===== src/rtl/ffba_ram.sv =====
// Simple dual-port synchronous RAM with one write and one registered read port.
`default_nettype none
module ffba_ram #(
  parameter int W     = 8,
  parameter int DEPTH = 16
) (
  input  wire logic                     clk_i,
  input  wire logic                     we_i,
  input  wire logic [$clog2(DEPTH)-1:0] waddr_i,
  input  wire logic [W-1:0]             wdata_i,
  input  wire logic [$clog2(DEPTH)-1:0] raddr_i,
  output logic      [W-1:0]             rdata_o
);

  logic [W-1:0] mem [DEPTH];

  always_ff @(posedge clk_i) begin
    if (we_i) begin
      mem[waddr_i] <= wdata_i;
    end
    rdata_o <= mem[raddr_i];
  end

endmodule
`default_nettype wire


===== config.mk =====
export PLATFORM = sky130hd
export DESIGN_NAME = ffba_ram
export DESIGN_NICKNAME = d
export VERILOG_FILES = /design/src/rtl/ffba_ram.sv
export SDC_FILE = /design/constraint.sdc
export NUM_CORES = 1
export LEC_CHECK = 0
export ABC_AREA = 1
export BUFFER_PORTS_ARGS = -buffer_cell sky130_fd_sc_hd__buf_2
export CAP_MARGIN = 20
export CORE_MARGIN = 2
export CORE_UTILIZATION = 50
export DETAILED_ROUTE_END_ITERATION = 8
export PLACE_DENSITY = 0.67
export SETUP_SLACK_MARGIN = 0.2
export SKIP_LAST_GASP = 1
export SLEW_MARGIN = 0
export SYNTH_ARGS = -nofsm -noshare
export SYNTH_HDL_FRONTEND = slang
export SYNTH_SLANG_ARGS = --single-unit

===== constraint.sdc =====
create_clock -name clk_i -period 1.45 [get_ports clk_i]
set_input_delay 0.145 -clock clk_i [delete_from_list [all_inputs] [get_ports clk_i]]
set_output_delay 0.145 -clock clk_i [all_outputs]
set_load 0.05 [all_outputs]

* Yosys cells after proc, flatten, opt, wreduce, memory -nomap -nowiden
Memories as Yosys holds them, arrays and structs flattened. A register that Yosys moved wholly into a read port is not among the register bits.
Cells that the tools add are included.
** Storage, ports and cells
- Output and inout bits :: 8
- Memory bits (writable) :: 128
- Memories kept :: 1
- Bits of input ports :: 18
- Word-level logic and storage cells :: 3
- Bits in registers :: 0
** Memories
- mem :: depth 16, width 8, read ports 1, clocked after Yosys merged registers in 1, write ports 1, RTL line 15 : logic [W-1:0] mem [DEPTH];
** Cells by class
- Mux-type cells :: 2
** Operators with widths (count)
- two-way mux 1 bit :: 2

* Logic depth before layout (Yosys ltp)
- Depth after elaboration :: 2
- Mapped depth :: 8
- Gate-level depth less buffers :: 7

* Worst setup path after synthesis
No wires, ideal clock.
- Path type :: input to register
- Start point :: input port waddr_i[2]
- End point :: memory mem[10][0], enable pin
- Library setup time :: 0.370 ns
- Cell stages on the path :: 2
- Setup slack :: 0.354 ns
- Data arrival time :: 0.726 ns
- Data required time :: 1.080 ns
- Path through :: nand3b_1 nor2_1
** RTL lines
- from (decl) :: RTL line 9 : input wire logic [$clog2(DEPTH)-1:0] waddr_i,
- to (decl) :: RTL line 15
Straight into the memory's write port.

* Worst setup path in the final report
- Start point :: register rdata_o[6], read port of mem
- End point :: output port rdata_o[6]
** RTL lines
- from (decl) :: RTL line 12 : output logic [W-1:0] rdata_o
No word-level cell between the ends.

==> reports/summary.txt <==
================================================================================
Routed wire per std cell ..........................................     17.10 um
Sequential standard cell area ..................................... 0.004004 mm2
Clock Latency Late Sink ...........................................      0.41 ns
Slowest cell on the critical path .................................      dfxtp_1
Num CTS Buffers ...................................................           17
Setup repair after global routing missed its margin ...............        false
Diodes inserted ...................................................            0
Most common library cell in the layout ignoring fill and taps .....      nand2_1
Resized cells post-CTS ............................................            0
Worst-case clock skew .............................................  0.005695 ns
Number of antenna violations at the first check in global routing .            0
Highest achievable clock rate .....................................   0.8581 GHz
Post-Syn Nets .....................................................          569
Core area .........................................................  0.01132 mm2
Die boundary height ...............................................     111.4 um
Proportion of layout cells with a drive suffix above 1 ............       13.91%
Number of fill cells ..............................................          944
Peak fanout along the critical path ...............................            1
WP data arrival ...................................................      1.02 ns
Cell count after synthesis ........................................          551
Cell area after technology mapping ................................ 0.005767 mm2
Transition time at the pin with the least slew margin .............    0.3745 ns
CTS H-Tree Depth ..................................................            4
Period utilization ................................................       80.37%
Count of synthesis-stage warnings from yosys ......................            0
Shortest clock period the worst path allows after layout ..........     1.165 ns
Number of different library cells in the post-synthesis netlist ...           12
Total power .......................................................     9.511 mW
Detailed router's first-iteration violation count .................          329
Flops & latches, synth ............................................          136
Worst EP required .................................................      1.31 ns
Number of placed I/O pins .........................................           26
CTS Hold Bufs .....................................................            0
Master cell of the clock root buffer ..............................    clkbuf_16
CTS clk-pin slew, worst paths .....................................      0.06 ns
Hold violation count in the final report ..........................            0
Final weighted congestion in routability-driven placement .........       0.8633
Crit-path leading delay family ....................................   flip-flops
Clock tree from TritonCTS .........................................        built
Reg-to-reg setup timing slack .....................................      0.43 ns
Port Buf Inserts ..................................................           25
Detailed-router iteration count before antenna repair .............            8
Power density over the cells ......................................  1406 mW/mm2
Utilization of the core after routing .............................       59.75%
Combined global-route utilization of all metal layers .............       21.91%
Die Width .........................................................     111.4 um
Most frequent cells in the layout ................................. nand2_1 (173), edfxtp_1 (128), inv_1 (100)
Pins over their slew limit ........................................            0
Post-route DRC violation count ....................................            0
Synthesis-to-finish area growth ...................................       17.29%
Total of endpoints with negative setup slack in the final report ..            0
Post-detailed-route via-to-cell ratio .............................        5.168
Total number of clock tree sinks ..................................          136
Vias after detailed routing .......................................         3897
Number of buffers and inverters on the critical path ..............            1
Gr ovfl total .....................................................            0
Average cell area after synthesis .................................    10.47 um2
Detailed Place HPWL ...............................................      7883 um
Status ............................................................    completed
Cells along the critical path .....................................        buf_2
Max clock buf depth ...............................................            2
Worst hold margin .................................................    0.1443 ns
Via count of the first global-routing pass ........................         3831
Setup bufs post-CTS ...............................................            0
Pleak .............................................................     2.967 nW
Critical path type ................................................ register to output pin
Max-slew headroom .................................................       75.04%
Worst hold path class ............................................. primary input to register
Initial cell density of the core ..................................       50.94%
Worst path max stage delay ........................................      0.34 ns
Aggregate negative setup slack ....................................         0 ns
Pin count of the biggest net entering global routing ..............           44
Worst setup SP type ...............................................     register
Total wire length .................................................     12900 um
Register area share after synthesis ...............................       69.43%
Post-layout nets ..................................................          616
Die Area ..........................................................  0.01241 mm2
Final antenna-violating net count .................................            0
Row count .........................................................           39
Global-route wire length before repair ............................     20370 um
Capturing element type of the critical path .......................   output pin
Area occupied by multi-input gates ................................ 0.001214 mm2
Worst VDD drop ....................................................  0.0007955 V
Max_cap viols .....................................................            0
================================================================================
kinds of logic after synthesis:
| group | count (synthesis) | share of synthesized area [%] |
|---|---|---|
| buffers and inverters | 126 | 9.525 |
| flip-flops | 136 | 69.43 |
| AND/OR/NAND/NOR | 289 | 21.05 |
stage by stage:
stage                     area (um2)  setup slack, ns  cells
after floorplan                 5767           0.3542    551
final                           6764           0.2846    754
after detailed placement        6145           0.2744    722
after global placement          6145           0.2799    722
after global routing            6764           0.2688    754
after CTS                       6764           0.2659    754
layout make-up:
cell class / instances / area share [%]
Clock buffer: 18 / 6.493
Clock inverter: 14 / 2.664
Inverter: 102 / 5.660
Multi-Input combinational cell: 289 / 17.94
Sequential cell: 136 / 59.19
Tap cell: 143 / 2.645
Timing Repair Buffer: 52 / 5.401
sequential cells by signal (all words and copies together) (netlist names):
register / count
rdata_o: 8
mem: 128
report_power, final:
part           total (mW)  switching (mW)  internal, mW
sequential           4.42          0.0260          4.40
combinational       0.636           0.461         0.175
clock                4.45            1.56          2.90
worst paths after layout:
path                                 start    endpoint  cells past startpoint
worst min-delay path            wdata_i[0]   mem[7][0]                      1
worst min register to register  mem[12][5]  rdata_o[5]                      6
worst max-delay path            rdata_o[6]  rdata_o[6]                      1
worst max register to register   mem[1][3]  rdata_o[3]                      6
cells in the mapped netlist, drive strengths merged:
library cell    n  area [um2]
nand2         173       649.4
buf            24       166.4
inv           102       382.9
nand3b          2       15.01
nor2           17       63.81
dfxtp           8       160.2
nand3          97       485.5
edfxtp        128        3844
per-layer routing:
| layer | vias to the layer above | GRT usage (%) | share of wire, % |
|---|---|---|---|
| li1 | 1869 | - | - |
| met1 | 1888 | 28.48 | 41 |
| met2 | 124 | 37.24 | 51 |
| met3 | 16 | 4.300 | 5.5 |
| met4 | 0 | 7.572 | 1.8 |
| met5 | - | 0 | 0 |
No activity file was read; power rests on OpenSTA's default activity.
